--- src/rtl/isd_queue.sv ---
module isd_queue #(
	parameter int WIDTH = 8,
	parameter int DEPTH = 4
) (
	input  logic                           clk,
	input  logic                           arst_n,
	input  logic                           push,
	input  logic [WIDTH-1:0]               wdata,
	input  logic                           pop,
	output logic [WIDTH-1:0]               rdata,
	output logic                           empty,
	output logic                           full
);

	localparam int PTR_W = (DEPTH > 1) ? $clog2(DEPTH) : 1;
	localparam int CNT_W = $clog2(DEPTH + 1);

	logic [WIDTH-1:0] slot_q [DEPTH];
	logic [PTR_W-1:0] wr_ptr_q;
	logic [PTR_W-1:0] rd_ptr_q;
	logic [CNT_W-1:0] count_q;
	logic             do_push;
	logic             do_pop;

	assign empty   = (count_q == '0);
	assign full    = (count_q == CNT_W'(DEPTH));
	assign do_push = push && !full;
	assign do_pop  = pop && !empty;
	assign rdata   = slot_q[rd_ptr_q];

	// pointers and fill level
	always_ff @(posedge clk or negedge arst_n) begin
		if (!arst_n) begin
			wr_ptr_q <= '0;
			rd_ptr_q <= '0;
			count_q  <= '0;
		end else begin
			if (do_push) begin
				wr_ptr_q <= (wr_ptr_q == PTR_W'(DEPTH - 1)) ? '0 : wr_ptr_q + 1'b1;
			end
			if (do_pop) begin
				rd_ptr_q <= (rd_ptr_q == PTR_W'(DEPTH - 1)) ? '0 : rd_ptr_q + 1'b1;
			end
			case ({do_push, do_pop})
				2'b10:   count_q <= count_q + 1'b1;
				2'b01:   count_q <= count_q - 1'b1;
				default: count_q <= count_q;
			endcase
		end
	end

	// storage
	always_ff @(posedge clk) begin
		if (do_push) begin
			slot_q[wr_ptr_q] <= wdata;
		end
	end

endmodule

--- config.mk ---
export PLATFORM = sky130hd
export DESIGN_NAME = isd_queue
export DESIGN_NICKNAME = d
export VERILOG_FILES = /design/src/rtl/isd_queue.sv
export SDC_FILE = /design/constraint.sdc
export NUM_CORES = 1
export LEC_CHECK = 0
export BUFFER_PORTS_ARGS = -buffer_cell sky130_fd_sc_hd__buf_2
export CELL_PAD_IN_SITES_DETAIL_PLACEMENT = 0
export CELL_PAD_IN_SITES_GLOBAL_PLACEMENT = 1
export CORE_UTILIZATION = 40
export CTS_BUF_LIST = sky130_fd_sc_hd__clkbuf_16
export CTS_CLUSTER_SIZE = 10
export DETAILED_ROUTE_END_ITERATION = 8
export GPL_TIMING_DRIVEN = 1
export PLACE_DENSITY = 0.75
export SKIP_LAST_GASP = 1
export SLEW_MARGIN = 20
export SYNTH_ARGS = -nofsm -noshare
export SYNTH_HDL_FRONTEND = slang
export SYNTH_SLANG_ARGS = --single-unit
--- constraint.sdc ---
create_clock -name clk -period 5 [get_ports clk]
set_input_delay 0.5 -clock clk [delete_from_list [all_inputs] [get_ports clk]]
set_output_delay 0.5 -clock clk [all_outputs]
set_load 0.05 [all_outputs]
==> results of run 1 <==
-- metal layers --
layer / global-route usage, % / wire length [um] / vias to the layer above / part of all wire, %
met4: 8.152 / 59 / 0 / 2.4
met5: 0 / 0 / - / 0
met2: 21.65 / 1212 / 16 / 50
li1: - / - / 364 / -
met3: 4.167 / 98 / 5 / 4.0
met1: 16.20 / 1075 / 389 / 44
-- cell families (layout without fill, tap and decap cells) --
kind of cell | after synthesis | in the layout | share of synthesized area [%]
buffers and inverters | 10 | 37 | 2.406
XOR/XNOR | 3 | 3 | 1.631
multiplexers | 13 | 13 | 15.06
adder cells (fa/ha/maj) | 7 | 7 | 5.901
flip-flops | 39 | 39 | 70.50
AND/OR/NAND/NOR | 11 | 11 | 4.503
-- path summary, 6_finish.rpt --
check | endpoint | startpoint | cells after the start
max | rdata[6] | rd_ptr_q[0] | 2
min | count_q[1] | arst_n | 1
max reg2reg | count_q[2] | count_q[0] | 9
min reg2reg | count_q[2] | count_q[2] | 1
max in group asynchronous | rd_ptr_q[1] | arst_n | 1
min in group clk | slot_q[2][4] | wdata[4] | 1
-- worst max-delay path: stages (launching register included) --
cell and delay [ps]:
dfrtp_1 730, mux4_2 590, buf_2 230
-- sequential cells by signal, indices dropped and copies added (netlist names) --
register  flops
slot_q       32
count_q       3
rd_ptr_q      2
wr_ptr_q      2
-- cells in the mapped netlist (all sizes together) --
master,n
dfrtp,7
and3,4
mux4,8
xnor2,1
ha,6
buf,2
mux2i,1
or3b,1
fa,1
xor2,2
nor3,1
nor2,3
mux2,4
edfxtp,32
nand2b,1
and2,1
inv,8
-- power groups by stage --
| stage | Combinational, mW | Sequential (mW) | Clock, mW |
|---|---|---|---|
| 2_1_floorplan | 0.435 | 0.473 | 0 |
| 3_3_place_gp | 0.485 | 0.517 | 0 |
| 3_5_place_dp | 0.496 | 0.522 | 0 |
| 4_1_cts | 0.498 | 0.517 | 0.293 |
| 5_1_grt | 0.527 | 0.527 | 0.306 |
| 6_report | 0.489 | 0.515 | 0.286 |
-- layout make-up --
class,count,area [sq um],area share (%)
sequential,39,1136,59.62
multi-input combinational,34,436.7,22.92
clock buffer,5,125.1,6.566
timing repair buffer,21,105.1,5.515
tap,48,60.06,3.152
inverter,8,30.03,1.576
clock inverter,3,12.51,0.6566
==> qor.csv, run 1 <==
stage,metric,value,unit
clock_tree,cts-buffers-inserted,5,
cells_and_area,nets,128,
power,power.switching,0.4833,mW
cells_and_area,drive_above_1_share,40.91,%
placed_design,portBuffers,21,
synthesis,syn-cell-area,1612,sq um
power,finalPower,1.290,mW
cells_and_area,fin_area,1906,sq um
timing,rsz0062_at_grt,false,
timing,setup_violations,0,
timing,report.final.slew_viol_count,0,
power,p_clk_share,22.1,%
clock_tree,clkTransAtPathRegs,50,ps
power,p_sw_share,37.45,%
floorplan,ios,22,
clock_tree,cts_root_buffer,clkbuf_16,
cells_and_area,layout_commonest_cell,edfxtp_1,
floorplan,std_cell_rows,22,
synthesis,synth_area_leaders,"edfxtp_1 (60%), mux4_2 (11%), dfrtp_1 (11%)",
floorplan,chipWidth,65.48,um
floorplan,dieArea,4287,sq um
routing,vias,774,
power,p_int,0.8071,mW
routing,drc_errors,0,
floorplan,initial_core_util,42.73,%
power,leakage,0.7649,nW
synthesis,yosys_warnings,0,
clock_tree,cts_resized,0,
placed_design,placedInstanceArea,1768,sq um
worst_setup_path,startpoint_type,flip-flop,
timing,hold_ws,52.47,ps
power,powerDensity,677.2,nW/um^2
global_routing,antenna_found_initial,0,
power,pwr-share-comb,37.9,%
synthesis,syn_inst,83,
placed_design,place_inst,150,
synthesis,yosysSeqAreaShare,70.50,%
synthesis,yosys.area.top_type,edfxtp_1,
floorplan,core,3771,sq um
timing,relSlewSlack,58.70,%
run,cap_violations,0,
cells_and_area,final_cells,158,
cells_and_area,fillers,310,
worst_setup_path,cp.arrival,1830,ps
routing,drt_iter0_drc,27,
worst_hold_path,hold_class,in2async,
power,p_seq_share,39.9,%
status,status,completed,
cells_and_area,syn_to_final_growth,18.25,%
timing,setup-tns-final,0,ps
worst_setup_path,endpoint_kind,primary output,
synthesis,ys_ff_latch,39,
clock_tree,worstSkewPairLatency,270,ps
clock_tree,cts_buffer_depth,2,
routing,wl_per_cell,15.47,um
global_routing,grt_pass1_vias,808,
power,peakVddDrop,334.8,uV
placed_design,place.gp.congestion,0.6683,
routing,wl,2445,um
clock_tree,clkSinkCount,39,
synthesis,synth_cell_types,19,
global_routing,grt_usage,13.62,%
global_routing,grt-ovfl-total,0,
cells_and_area,antennaDiodeCount,0,
timing,fin_crit_sh,46.53,%
routing,ant_nets,0,
cells_and_area,final_util,50.53,%
global_routing,grt_pass1_wl,3933,um
clock_tree,cts_setup_buffers,0,
routing,via_per_inst,4.899,
worst_setup_path,critPathRequiredTime,4500,ps
clock_tree,htree_levels,2,
timing,fin_ws,2674,ps
placed_design,hpwlAfterDp,1674,um
clock_tree,cts_tree,yes,
global_routing,grt_max_degree,12,
timing,layout_min_cycle_time,2326,ps
placed_design,dp_slack,2834,ps
synthesis,synth_top_area_share,59.63,%
floorplan,die_y,65.48,um
worst_setup_path,criticalPathCategory,reg2out,
timing,max_freq,0.4299,GHz
synthesis,synth_nets,102,
timing,hold_viol,0,
worst_setup_path,crit_fanout,11,
worst_setup_path,r2r_slack,2830,ps
cells_and_area,final_cell_mix,"edfxtp_1 (32), buf_2 (21), inv_1 (10)",
timing,finClkSkew,3.415,ps
clock_tree,ctsHoldBuffers,0,
timing,worst_pin_slew,619.6,ps
synthesis,avgSynthCellArea,19.42,sq um
routing,drt-pass1-iter-count,2,
No activity file was read; power rests on OpenSTA's default activity.
==> inputs of run 2 (changes only) <==
--- a/config.mk
+++ b/config.mk
@@ -5,6 +5,7 @@
 export SDC_FILE = /design/constraint.sdc
 export NUM_CORES = 1
 export LEC_CHECK = 0
+export ABC_AREA = 1
 export BUFFER_PORTS_ARGS = -buffer_cell sky130_fd_sc_hd__buf_2
 export CELL_PAD_IN_SITES_DETAIL_PLACEMENT = 0
 export CELL_PAD_IN_SITES_GLOBAL_PLACEMENT = 1
@@ -13,7 +14,7 @@
 export CTS_CLUSTER_SIZE = 10
 export DETAILED_ROUTE_END_ITERATION = 8
 export GPL_TIMING_DRIVEN = 1
-export PLACE_DENSITY = 0.75
+export PLACE_DENSITY = 0.78
 export SKIP_LAST_GASP = 1
 export SLEW_MARGIN = 20
 export SYNTH_ARGS = -nofsm -noshare
==> constraint.sdc (replaced) <==
create_clock -name clk -period 2.3 [get_ports clk]
set_input_delay 0.23 -clock clk [delete_from_list [all_inputs] [get_ports clk]]
set_output_delay 0.23 -clock clk [all_outputs]
set_load 0.05 [all_outputs]
==> run 2 against run 1 <==
Hold slack gained 110 ps. Power grew 130%. Clock power grew 130%. Register-to-register slack lost 2400 ps. Synthesized area grew 10%. Core utilization is essentially flat. Cell area grew 9.2%. Global-route usage grew 0.52 points. Sequential cell count is the same. Clock-buffer cell count is the same. Non-clock buffer count grew 7.
==> qor.csv, run 2 <==
stage,metric,value,unit
timing,fin_crit_sh,81.57,%
placed_design,portBuffers,21,
global_routing,grt-ovfl-total,0,
cells_and_area,top_regs,"slot_q x32, count_q x3",
clock_tree,clkTransAtPathRegs,60,ps
floorplan,ios,22,
floorplan,chipWidth,68.60,um
worst_setup_path,startpoint_type,flip-flop,
synthesis,yosysSeqAreaShare,64.03,%
synthesis,synth_common_cells,"nand2_1 (38), edfxtp_1 (32), inv_1 (32)",
clock_tree,cts_buffer_depth,2,
cells_and_area,antennaDiodeCount,0,
cells_and_area,drive_above_1_share,20.00,%
worst_setup_path,cp.arrival,1650,ps
synthesis,synth_cell_types,16,
timing,report.final.slew_viol_count,0,
power,powerDensity,1455,nW/um^2
cells_and_area,largest_reg_flops,32,
clock_tree,clkSinkCount,39,
cells_and_area,top_register,slot_q,
timing,worst_pin_slew,431.4,ps
routing,drc_errors,0,
placed_design,hpwlAfterDp,2072,um
floorplan,initial_core_util,43.11,%
cells_and_area,final_cells,235,
synthesis,syn_inst,154,
power,leakage,0.9363,nW
global_routing,grt_usage,14.14,%
floorplan,std_cell_rows,23,
clock_tree,worstSkewPairLatency,280,ps
power,p_sw_share,43.24,%
floorplan,dieArea,4706,sq um
worst_setup_path,crit_fanout,11,
worst_setup_path,endpoint_kind,primary output,
cells_and_area,layout_commonest_cell,nand2_1,
global_routing,grt_pass1_vias,1029,
routing,wl_per_cell,12.50,um
worst_setup_path,r2r_slack,480,ps
power,p_seq_share,34.6,%
timing,layout_min_cycle_time,1876,ps
placed_design,placedInstanceArea,1931,sq um
synthesis,synth_nets,173,
power,power.switching,1.309,mW
power,peakVddDrop,518.2,uV
cells_and_area,final_util,50.56,%
floorplan,core,4115,sq um
synthesis,ys.flop_type,edfxtp_1,
cells_and_area,syn_to_final_growth,17.28,%
global_routing,grt_pass1_wl,4498,um
synthesis,yosys.area.top_type,edfxtp_1,
clock_tree,cts_tree,yes,
timing,hold_viol,0,
floorplan,die_y,68.60,um
routing,drt-pass1-iter-count,5,
timing,finClkSkew,4.214,ps
worst_setup_path,criticalPathCategory,reg2out,
timing,relSlewSlack,71.24,%
power,pwr-share-comb,44.0,%
timing,rsz0062_at_grt,false,
routing,via_per_inst,4.770,
routing,vias,1121,
clock_tree,cts_resized,0,
routing,wl,2937,um
placed_design,place.gp.congestion,0.7009,
global_routing,grt_max_degree,20,
timing,setup-tns-final,0,ps
worst_setup_path,critPathRequiredTime,2070,ps
cells_and_area,fin_area,2081,sq um
clock_tree,htree_levels,2,
timing,setup_violations,0,
timing,max_freq,0.5330,GHz
synthesis,synth_area_leaders,"edfxtp_1 (54%), dfrtp_1 (9.9%), nand2_1 (8.0%)",
cells_and_area,nets,203,
worst_hold_path,hold_class,in2reg,
synthesis,syn-cell-area,1774,sq um
routing,ant_nets,0,
global_routing,antenna_found_initial,0,
synthesis,yosysMostFrequentCell,nand2_1,
synthesis,synth_top_area_share,54.16,%
timing,hold_ws,160.8,ps
synthesis,ys_ff_latch,39,
power,p_int,1.718,mW
clock_tree,cts_setup_buffers,0,
worst_hold_path,min_from,wdata[1],
synthesis,avgSynthCellArea,11.52,sq um
worst_setup_path,cp-startpoint,rd_ptr_q[1],
clock_tree,cts_root_buffer,clkbuf_16,
placed_design,place_inst,226,
routing,drt_iter0_drc,36,
power,p_clk_share,21.4,%
synthesis,yosys_warnings,0,
synthesis,async_flop_share,17.95,%
synthesis,synth_edf_count,32,
status,status,completed,
clock_tree,cts-buffers-inserted,5,
run,cap_violations,0,
worst_setup_path,r2r-start,count_q[1],
cells_and_area,final_cell_mix,"nand2_1 (38), inv_1 (32), edfxtp_1 (32)",
-- run 2: cell count changes in the layout (fill, tap and decap cells not counted), sizes merged, moves of 2 or more --
cell / delta
nand2: +39
inv: +22
o211ai: +16
mux4: -8
nand3: +7
buf: +6
and3: -4
mux2: -4
nor2: +3
xor2: -2
-- run 2: path summary, 6_finish.rpt --
check,to,cells after the start
min,slot_q[1][1],1
min in group asynchronous,wr_ptr_q[0],2
max,rdata[3],4
min reg2reg,count_q[0],1
max reg2reg,count_q[2],10
max in group asynchronous,rd_ptr_q[0],2
-- run 2: repair_timing --
action,4_1_cts,5_1_grt
hold buffers,1,0
endpoints found under the setup margin,0,0
hold endpoints to repair,7,0
-- run 2: stage by stage --
stage                     worst slack (ps)  power, mW
after floorplan                      635.6      2.137
after global placement               568.2      2.360
after detailed placement             495.3      2.407
after CTS                            376.4      3.057
after global routing                 290.9      3.205
final                                424.0      3.027
-- run 2: area by class of cell --
cell class	instances	area (sq um)
Fill cell	388	2034
Clock inverter	3	15.01
Tap cell	50	62.56
Clock buffer	5	125.1
Multi-Input combinational cell	78	461.7
Timing Repair Buffer	28	160.2
Sequential cell	39	1136
Inverter	32	120.1
-- run 2: worst max-delay path, stage by stage (launching register included) --
cell	delay, ps
dfrtp_1	530
inv_1	330
o211ai_1	150
nand2_1	90
buf_2	260
-- run 2: power groups by stage --
stage | clock network, mW | logic, mW | registers [mW]
global placement | 0 | 1.30 | 1.06
floorplan | 0 | 1.11 | 1.02
detailed placement | 0 | 1.34 | 1.06
finish | 0.648 | 1.33 | 1.05
CTS | 0.659 | 1.35 | 1.05
global route | 0.685 | 1.45 | 1.07
-- run 2: kinds of logic (layout without fill, tap and decap cells) --
group / Yosys count / count (layout) / share of synthesized area, %
AO/OA/AOI/OAI: 17 / 17 / 7.334
XOR/XNOR: 1 / 1 / 0.4937
adder cells (fa/ha/maj): 7 / 7 / 5.360
buffers and inverters: 37 / 68 / 9.944
flip-flops: 39 / 39 / 64.03
AND/OR/NAND/NOR: 53 / 53 / 12.84
-- run 2: per-layer routing --
| metal | share of wire, % | vias to the layer above | track usage, % |
|---|---|---|---|
| li1 | - | 562 | - |
| met5 | 0 | - | 0 |
| met4 | 2.5 | 0 | 9.896 |
| met3 | 3.4 | 7 | 3.947 |
| met2 | 51 | 22 | 25.00 |
| met1 | 43 | 530 | 14.24 |
