==> src/rtl/isd_pkg.sv <==
package isd_pkg;

	// Velocity components are signed Q11.12
	localparam int VEL_W   = 24;
	localparam int THR_W   = 23;
	localparam int TICK_W  = 16;
	localparam int TIME_W  = 32;
	localparam int DATA_W  = 32;
	localparam int IDX_W   = 2;

	// Square of one component, sum of three squares, squared threshold
	localparam int SQ_W    = 2 * VEL_W - 1;
	localparam int SUM_W   = SQ_W + 2;
	localparam int LIM_W   = 2 * THR_W;

	typedef enum logic [IDX_W-1:0] {
		REG_SLEEP_ENABLE      = 2'd0,
		REG_LINEAR_THRESHOLD  = 2'd1,
		REG_ANGULAR_THRESHOLD = 2'd2,
		REG_SLEEP_DELAY       = 2'd3
	} reg_index_t;

	typedef struct packed {
		logic signed [VEL_W-1:0] lin_x;
		logic signed [VEL_W-1:0] lin_y;
		logic signed [VEL_W-1:0] lin_z;
		logic signed [VEL_W-1:0] ang_x;
		logic signed [VEL_W-1:0] ang_y;
		logic signed [VEL_W-1:0] ang_z;
		logic                    body_static;
		logic                    wake_request;
		logic [TICK_W-1:0]       tick_time;
		logic                    last_body;
	} sample_t;

	typedef struct packed {
		logic              sleeping;
		logic [TIME_W-1:0] quiet_us;
		logic              entered_sleep;
		logic              woke_up;
	} result_t;

	// Classified item passed from front to back
	typedef struct packed {
		logic              moving;
		logic              wake_request;
		logic [TICK_W-1:0] tick_time;
		logic              last_body;
	} class_t;

	typedef struct packed {
		logic              sleep_enable;
		logic [THR_W-1:0]  linear_threshold;
		logic [THR_W-1:0]  angular_threshold;
		logic [TIME_W-1:0] sleep_delay;
	} cfg_t;

endpackage

==> src/rtl/isd_back.sv <==
module isd_back (
	input  logic               clk,
	input  logic               arst_n,
	input  isd_pkg::cfg_t      cfg,
	input  logic               mid_empty,
	input  isd_pkg::class_t    mid_item,
	output logic               mid_pop,
	input  logic               out_full,
	output logic               out_push,
	output isd_pkg::result_t   out_item
);

	logic                        asleep_q;
	logic [isd_pkg::TIME_W-1:0]  quiet_q;
	logic                        motion_q;
	logic                        request_q;

	logic                        motion;
	logic                        request;
	logic [isd_pkg::TIME_W:0]    quiet_sum;
	logic [isd_pkg::TIME_W-1:0]  quiet_sat;
	logic                        nxt_asleep;
	logic [isd_pkg::TIME_W-1:0]  nxt_quiet;
	logic                        entered;
	logic                        woke;

	// a closing item needs room for its result
	assign mid_pop  = !mid_empty && (!mid_item.last_body || !out_full);
	assign out_push = mid_pop && mid_item.last_body;

	assign motion    = motion_q || mid_item.moving;
	assign request   = request_q || mid_item.wake_request;
	assign quiet_sum = {1'b0, quiet_q} + {{(isd_pkg::TIME_W - isd_pkg::TICK_W + 1){1'b0}},
		mid_item.tick_time};
	assign quiet_sat = quiet_sum[isd_pkg::TIME_W] ? '1 : quiet_sum[isd_pkg::TIME_W-1:0];

	// end-of-tick decision, in priority order
	always_comb begin
		nxt_asleep = asleep_q;
		nxt_quiet  = quiet_q;
		entered    = 1'b0;
		woke       = 1'b0;
		if (!cfg.sleep_enable || request) begin
			woke       = asleep_q;
			nxt_asleep = 1'b0;
			nxt_quiet  = '0;
		end else if (asleep_q) begin
			nxt_asleep = 1'b1;
		end else if (motion) begin
			nxt_quiet = '0;
		end else begin
			nxt_quiet = quiet_sat;
			if (quiet_sat >= cfg.sleep_delay) begin
				nxt_asleep = 1'b1;
				entered    = 1'b1;
			end
		end
	end

	assign out_item.sleeping      = nxt_asleep;
	assign out_item.quiet_us      = nxt_quiet;
	assign out_item.entered_sleep = entered;
	assign out_item.woke_up       = woke;

	// group state and per-tick accumulators
	always_ff @(posedge clk or negedge arst_n) begin
		if (!arst_n) begin
			asleep_q  <= 1'b0;
			quiet_q   <= '0;
			motion_q  <= 1'b0;
			request_q <= 1'b0;
		end else if (mid_pop) begin
			if (mid_item.last_body) begin
				asleep_q  <= nxt_asleep;
				quiet_q   <= nxt_quiet;
				motion_q  <= 1'b0;
				request_q <= 1'b0;
			end else begin
				motion_q  <= motion;
				request_q <= request;
			end
		end
	end

endmodule

==> config.mk <==
export PLATFORM = sky130hd
export DESIGN_NAME = isd_back
export DESIGN_NICKNAME = d
export VERILOG_FILES = /design/src/rtl/isd_pkg.sv /design/src/rtl/isd_back.sv
export SDC_FILE = /design/constraint.sdc
export NUM_CORES = 1
export LEC_CHECK = 0
export ABC_AREA = 1
export BUFFER_PORTS_ARGS = -buffer_cell sky130_fd_sc_hd__buf_2
export CORE_MARGIN = 3
export CORE_UTILIZATION = 48
export CTS_CLUSTER_SIZE = 12
export DETAILED_ROUTE_END_ITERATION = 6
export PLACE_DENSITY_LB_ADDON = 0.3
export SYNTH_ARGS = -nofsm -noshare
export SYNTH_HDL_FRONTEND = slang
export SYNTH_SLANG_ARGS = --single-unit
==> constraint.sdc <==
create_clock -name clk -period 3.1 [get_ports clk]
set_clock_uncertainty 0.15 [all_clocks]
set_input_delay 0 -clock clk [delete_from_list [all_inputs] [get_ports clk]]
set_output_delay 0 -clock clk [all_outputs]
set_load 0.005 [all_outputs]
==> results.toml, run 1 <==
[clock_network]
clock-sinks = 35
cts.htree.levels = 2
path_clk_slew_ns = 0.08
clockBufferDepth = 2
cts_root_buf = "clkbuf_8"
clock_latency_ns = 0.30
cts_tree = "done"
cts_made_buffers = 5

[critical_path]
critPathLaunch = "quiet_q[0]"
critPathMaxStageDelay_ns = 0.39
critPathCaptureType = "output pin"
r2r-end = "asleep_q"
r2r_start = "quiet_q[0]"
critPathSlowestCell = "dfrtp_1"
crit_chain = "ha_2 > fa_2 > nand2_1 > nand2_1 > and2_4 > nand2_2 > nand2_2 > nand3_2 > nand2_4 > nand2_8 > buf_12 > nand3_4 > ha_4 > nand2_4 > nor2_4 > nand4_1 > nor2_4 > nand4_1 > nand3_2 > nand2_1 > nand2_1 > buf_2"
cp_max_fo = 6
reg2reg_depth = 23
critPathArrivalTime_ns = 3.45
r2r_slack_ns = -0.25
startpoint_type = "flop"
path_class = "flop to output pin"
crit_required_ns = 2.95
cpMostUsedCell = "nand2_1"

[drt]
wl_per_cell_microns = 13.59
dr_wl_met3_microns = 927
wl_met2_mm = 7.039
drc = 0
wl_met1_mm = 6.695
ant_nets = 0
wirelength_mm = 14.89
drt_pass1_iterations = 7
dr.first_iter.drc_count = 298
vias = 5407
top_layer = "met4"
vias_per_cell = 4.938

[power_and_ir_drop]
cellPowerDensity_nw_per_um2 = 203.5
p_leak_nw = 3.965
pwr-share-clk_pct = 27.1
internal_power_uw = 878.4
seqPwrFrac_pct = 35.3
power_frac_comb_pct = 37.6
switching_power_uw = 470.0
ir_worst_vdd_v = 0.0001610
p_sw_share_pct = 34.85

[die]
io-pin-count = 139
die_h_microns = 104.7
initial_core_util_pct = 50.09
core.rowCount = 35
dieArea_sq_um = 10950
core_area_sq_um = 9328
die_w_microns = 104.7

[global_routing]
grt_pass1_wl_mm = 23.38
antenna_found_initial = 0
grt_pass1_vias = 5091
grt_usage_pct = 25.46
grt_overflow_total = 0
grt_max_degree = 36

[placement]
placed_cell_area_sq_um = 5742
hpwlAfterDp_mm = 10.66
dp.cells = 1063
gp_congestion = 0.9474
portBuffers = 92

[finish]
layout-drive-gt1-share_pct = 31.88
synthToLayoutAreaGrowth_pct = 41.83
fillers = 778
final-instance-count-excl-fill = 1095
antennaDiodeCount = 0
fin_util_pct = 71.04
final_cell_area_sq_um = 6626
nNetsFinal = 1117

[timing]
worstMarginPinSlew_ns = 0.8798
worst_slack_ns = -0.4955
setup_viol = 3
hold_viol_final = 0
slew_violations = 0
max_freq_mhz = 278.1
rsz0062_at_grt = "true"
fin_hold_ws_ns = 0.06592
post-route-period-util_pct = 116.0
slew_headroom_pct = 41.35
fin_crit_ns = 3.595

[flow_run]
cap_violations = 0

[run_status]
status = "finished, violations left"
violations = "setup timing"

[min_path]
hold-path-cell-count = 7
holdPathEnd = "quiet_q[8]"
holdCritStartpoint = "cfg[78]"
hold_class = "primary input to flop"

[logic_synthesis]
yosysWarnings = 0
syn_area_sq_um = 4672
ys_ff_latch = 35
postSynthCellCount = 792
synthDistinctLibCells = 36
syn-mean-instance-area_sq_um = 5.899
syn_nets = 943
yosysSeqAreaShare_pct = 18.75
==> power groups by stage <==
stage | Combinational (mW) | Clock [mW] | Sequential, mW
3_3_place_gp | 0.402 | 0 | 0.483
6_report | 0.506 | 0.366 | 0.476
3_5_place_dp | 0.405 | 0 | 0.483
5_1_grt | 0.562 | 0.391 | 0.477
2_1_floorplan | 0.233 | 0 | 0.482
4_1_cts | 0.426 | 0.375 | 0.474
==> sequential cells by signal, indices dropped and copies added, names as in the netlist <==
name,cells
motion_q,1
request_q,1
asleep_q,1
quiet_q,32
==> layout make-up <==
cell class / instances / area [sq um] / area share (%)
Clock buffer: 6 / 82.58 / 1.246
Clock inverter: 1 / 5.005 / 0.07553
Inverter: 140 / 525.5 / 7.931
Multi-Input combinational cell: 599 / 3704 / 55.89
Sequential cell: 35 / 875.8 / 13.22
Tap cell: 129 / 161.4 / 2.436
Timing Repair Buffer: 185 / 1272 / 19.20
==> synth_stat cells (all sizes together) <==
master | n | area share (%)
buf | 12 | 1.8
o21ai | 21 | 2.6
inv | 140 | 11
ha | 48 | 13
nand4 | 10 | 1.3
nor3 | 11 | 1.4
clkbuf | 6 | 0.48
fa | 1 | 0.43
a21oi | 25 | 2.8
o21bai | 2 | 0.32
nand3 | 50 | 7.5
nor2 | 43 | 3.7
or2 | 6 | 0.80
xor2 | 9 | 1.7
nand3b | 2 | 0.32
nand2 | 362 | 30
nor4 | 1 | 0.27
a21o | 2 | 0.32
and2 | 4 | 0.59
xnor2 | 2 | 0.38
dfrtp | 35 | 19
==> per-layer routing <==
layer | up-vias | GRT usage, %
met5 | - | 0
met4 | 0 | 6.092
met3 | 25 | 3.830
met2 | 197 | 42.80
met1 | 2419 | 34.39
li1 | 2766 | -
==> layout by cell type (no fill, tap or decap), types with 7 or more instances in the layout <==
cell and instances:
a21oi_1 15, a21oi_2 10, buf_2 92, buf_4 79, dfrtp_1 35, ha_1 23, ha_4 24, inv_1 135
nand2_1 326, nand2_2 27, nand2_4 8, nand3_1 28, nand3_2 14, nand3_4 8, nand4_1 10, nor2_1 34
nor3_1 7, o21ai_0 7, o21ai_1 9, xor2_1 9
==> critical path, delay by kind of cell (launching register included) <==
kind / cells / cell delay, ns
buf+inv: 2 / 0.27
flops: 1 / 0.39
fa+ha+maj: 3 / 0.84
simple gates: 17 / 1.65
==> logic make-up after synthesis <==
kind of cell    Yosys count  share of synthesized area, %
compound gates           50                         5.972
xor+xnor                 11                         2.062
fa+ha+maj                49                         13.28
buf+inv                 158                         13.58
flops                    35                         18.75
simple gates            489                         46.36
==> what timing repair did <==
action,in CTS,in global routing
setup endpoints to repair,3,3
hold endpoints to repair,39,0
hold buffers,6,0
resized for setup,29,68
buffers inserted,7,11
pin swaps,16,30
gates cloned,2,0
==> worst max-delay path by stage <==
stage,to,slack (ns),cells after the start
floorplan,asleep_q,0.04,22
global placement,asleep_q,-0.26,23
detailed placement,asleep_q,-0.32,23
CTS,out_item[34],-0.51,22
global route,out_item[34],-0.64,22
finish,out_item[34],-0.50,22
==> per-stage QoR <==
step / TNS (ns) / power (mW) / setup slack (ns)
4_1_cts: -1.240 / 1.275 / -0.5120
3_5_place_dp: -0.8273 / 0.8886 / -0.3185
2_1_floorplan: 0 / 0.7143 / 0.04069
5_1_grt: -1.699 / 1.431 / -0.6392
3_3_place_gp: -0.7001 / 0.8847 / -0.2618
6_report: -1.206 / 1.348 / -0.4955
Note: power is estimated with default switching activity, not from simulation.
==> run 2: changes to the inputs <==
--- a/config.mk
+++ b/config.mk
@@ -10,3 +10,3 @@
 export CORE_MARGIN = 3
-export CORE_UTILIZATION = 48
+export CORE_UTILIZATION = 54
 export CTS_CLUSTER_SIZE = 12
==> constraint.sdc (replaced) <==
create_clock -name clk -period 3.38 [get_ports clk]
set_clock_uncertainty 0.15 [all_clocks]
set_input_delay 0.169 -clock clk [delete_from_list [all_inputs] [get_ports clk]]
set_output_delay 0.169 -clock clk [all_outputs]
set_load 0.005 [all_outputs]
==> run 2 against run 1 <==
Effect of this change: the flow still finishes with violations (setup timing); sequential share of layout area decreased by 0.18 points; worst hold slack got worse by 0.020 ns; routed wire length increased by 11%; cell count decreased by 2.4%; global-route usage increased by 5.4 points; combinational power decreased by 4%; setup slack improved by 0.12 ns; first-iteration DRC count increased by 2.3%; critical endpoint unchanged; highest routed layer unchanged.
==> results.toml, run 2 (synthesized netlist as in run 1, its figures left out) <==
[run_status]
status = "finished, violations left"
violations = "setup timing"

[timing]
rsz0062_at_grt = "true"
worstMarginPinSlew_ns = 0.8924
setup_viol = 3
post-route-period-util_pct = 111.2
slew_headroom_pct = 40.51
worst_slack_ns = -0.3798
hold_viol_final = 0
max_freq_mhz = 266.0
slew_violations = 0
fin_crit_ns = 3.760
fin_hold_ws_ns = 0.04609

[power_and_ir_drop]
p_leak_nw = 3.960
pwr-share-clk_pct = 26.3
internal_power_uw = 790.1
switching_power_uw = 463.7
seqPwrFrac_pct = 34.8
total_power_mw = 1.254
ir_worst_vdd_v = 0.0001821
cellPowerDensity_nw_per_um2 = 186.6
p_sw_share_pct = 36.98
power_frac_comb_pct = 38.9

[die]
core_area_sq_um = 8299
dieArea_sq_um = 9804
die_w_microns = 99.02
io-pin-count = 139
initial_core_util_pct = 56.29
die_h_microns = 99.02
core.rowCount = 33

[min_path]
hold-path-cell-count = 4
hold_class = "primary input to flop"

[finish]
nNetsFinal = 1114
final_cell_mix = "nand2_1 (318), inv_1 (134), buf_2 (92)"
fillers = 547
final_cell_area_sq_um = 6719
layout.cells.most_common = "nand2_1"
final-instance-count-excl-fill = 1069
antennaDiodeCount = 0
layout-drive-gt1-share_pct = 33.82
largest_register = "quiet_q"
synthToLayoutAreaGrowth_pct = 43.81
largest_reg_flops = 32

[global_routing]
grt_max_degree = 36
grt_pass1_vias = 5468
grt_overflow_total = 0
use_met3_pct = 3.963
grt_usage_pct = 30.90
grt_util_met1_pct = 40.03
grt_pass1_wl_mm = 24.83
antenna_found_initial = 0
met2_usage_pct = 51.45
top_usage_layer = "met2"

[clock_network]
clockBufferDepth = 2
cts.htree.levels = 2
clock-sinks = 35
clock_latency_ns = 0.30
cts_root_buf = "clkbuf_8"
cts_tree = "done"
cts_made_buffers = 5
path_clk_slew_ns = 0.09

[flow_run]
cap_violations = 0

[drt]
vias = 5696
dr.first_iter.drc_count = 305
wl_per_cell_microns = 15.49
drt_pass1_iterations = 5
drc = 0
vias_per_cell = 5.328
wirelength_mm = 16.56
ant_nets = 0

[critical_path]
startpoint_type = "flop"
reg2reg_depth = 27
critPathArrivalTime_ns = 3.44
path_class = "flop to output pin"
crit_required_ns = 3.06
cp_max_fo = 8
critPathCaptureType = "output pin"

[placement]
portBuffers = 92
placed_cell_area_sq_um = 5734
dp.cells = 1044
hpwlAfterDp_mm = 11.70
gp_congestion = 0.9590
place_ws_ns = -0.3962
## run 2: cell count changes in the layout (fill, tap and decap cells not counted), sizes merged
| cell | change |
|---|---|
| dlygate4sd3 | -3 |
| clkinvlp | +1 |
## run 2: layer usage
layer / wire length, microns / vias up
li1: - / 2769
met1: 6946 / 2596
met2: 7881 / 270
met3: 1082 / 61
met4: 654 / 0
met5: 0 / -
## run 2: critical path: stages, from the launching register on
cell and delay [ns]:
dfrtp_1 0.40, ha_2 0.19, fa_2 0.35, nand2_2 0.08, nand2_2 0.06, and2_4 0.14
nand2_2 0.06, nand2_2 0.06, nand3_2 0.08, nand2_4 0.08, nand2_8 0.12, buf_12 0.16
buf_6 0.11, nand3_4 0.08, ha_4 0.17, nand2_1 0.07, inv_1 0.07, nor2_1 0.11
o21ai_1 0.08, a21oi_2 0.15, nand2_1 0.08, nand2_1 0.08, nand3_2 0.09, nand2_2 0.09
nand2_2 0.05, buf_2 0.14
## run 2: timing repair
| item | in CTS | in global routing |
|---|---|---|
| pin swaps | 16 | 41 |
| buffers inserted | 10 | 7 |
| endpoints found under the setup margin | 3 | 3 |
| resized for setup | 36 | 98 |
| endpoints found under the hold margin | 36 | 0 |
| hold buffers | 3 | 0 |
## run 2: area by class of cell
| cell class | count | area (sq um) | share of cell area [%] |
|---|---|---|---|
| flip-flops and latches | 35 | 875.8 | 13.04 |
| inverters | 140 | 525.5 | 7.821 |
| repair buffers | 182 | 1205 | 17.93 |
| clock buffers | 6 | 72.57 | 1.080 |
| clock inverters | 2 | 12.51 | 0.1862 |
| well taps | 105 | 131.4 | 1.955 |
| multi-input cells | 599 | 3896 | 57.99 |
## run 2: final timing paths
check / start / endpoint / slack [ns]
max: quiet_q[0] / out_item[34] / -0.38
min: mid_empty / motion_q / 0.05
max reg2reg: quiet_q[0] / asleep_q / -0.09
min reg2reg: request_q / request_q / 0.38
max in group asynchronous: arst_n / quiet_q[10] / 2.15
min in group asynchronous: arst_n / quiet_q[26] / 0.36
## run 2: through the flow
| step | setup TNS (ns) | utilization (%) |
|---|---|---|
| finish | -0.7888 | 80.96 |
| global placement | -0.6321 | 69.09 |
| detailed placement | -1.046 | 69.09 |
| CTS | -1.085 | 73.89 |
| floorplan | 0 | - |
| global route | -1.107 | 80.96 |
## run 2: power by group through the flow
stage / sequential [mW] / clock [mW] / combinational (mW)
3_5_place_dp: 0.443 / 0 / 0.364
6_report: 0.436 / 0.330 / 0.487
3_3_place_gp: 0.442 / 0 / 0.353
4_1_cts: 0.435 / 0.336 / 0.389
5_1_grt: 0.437 / 0.349 / 0.532
2_1_floorplan: 0.442 / 0 / 0.213
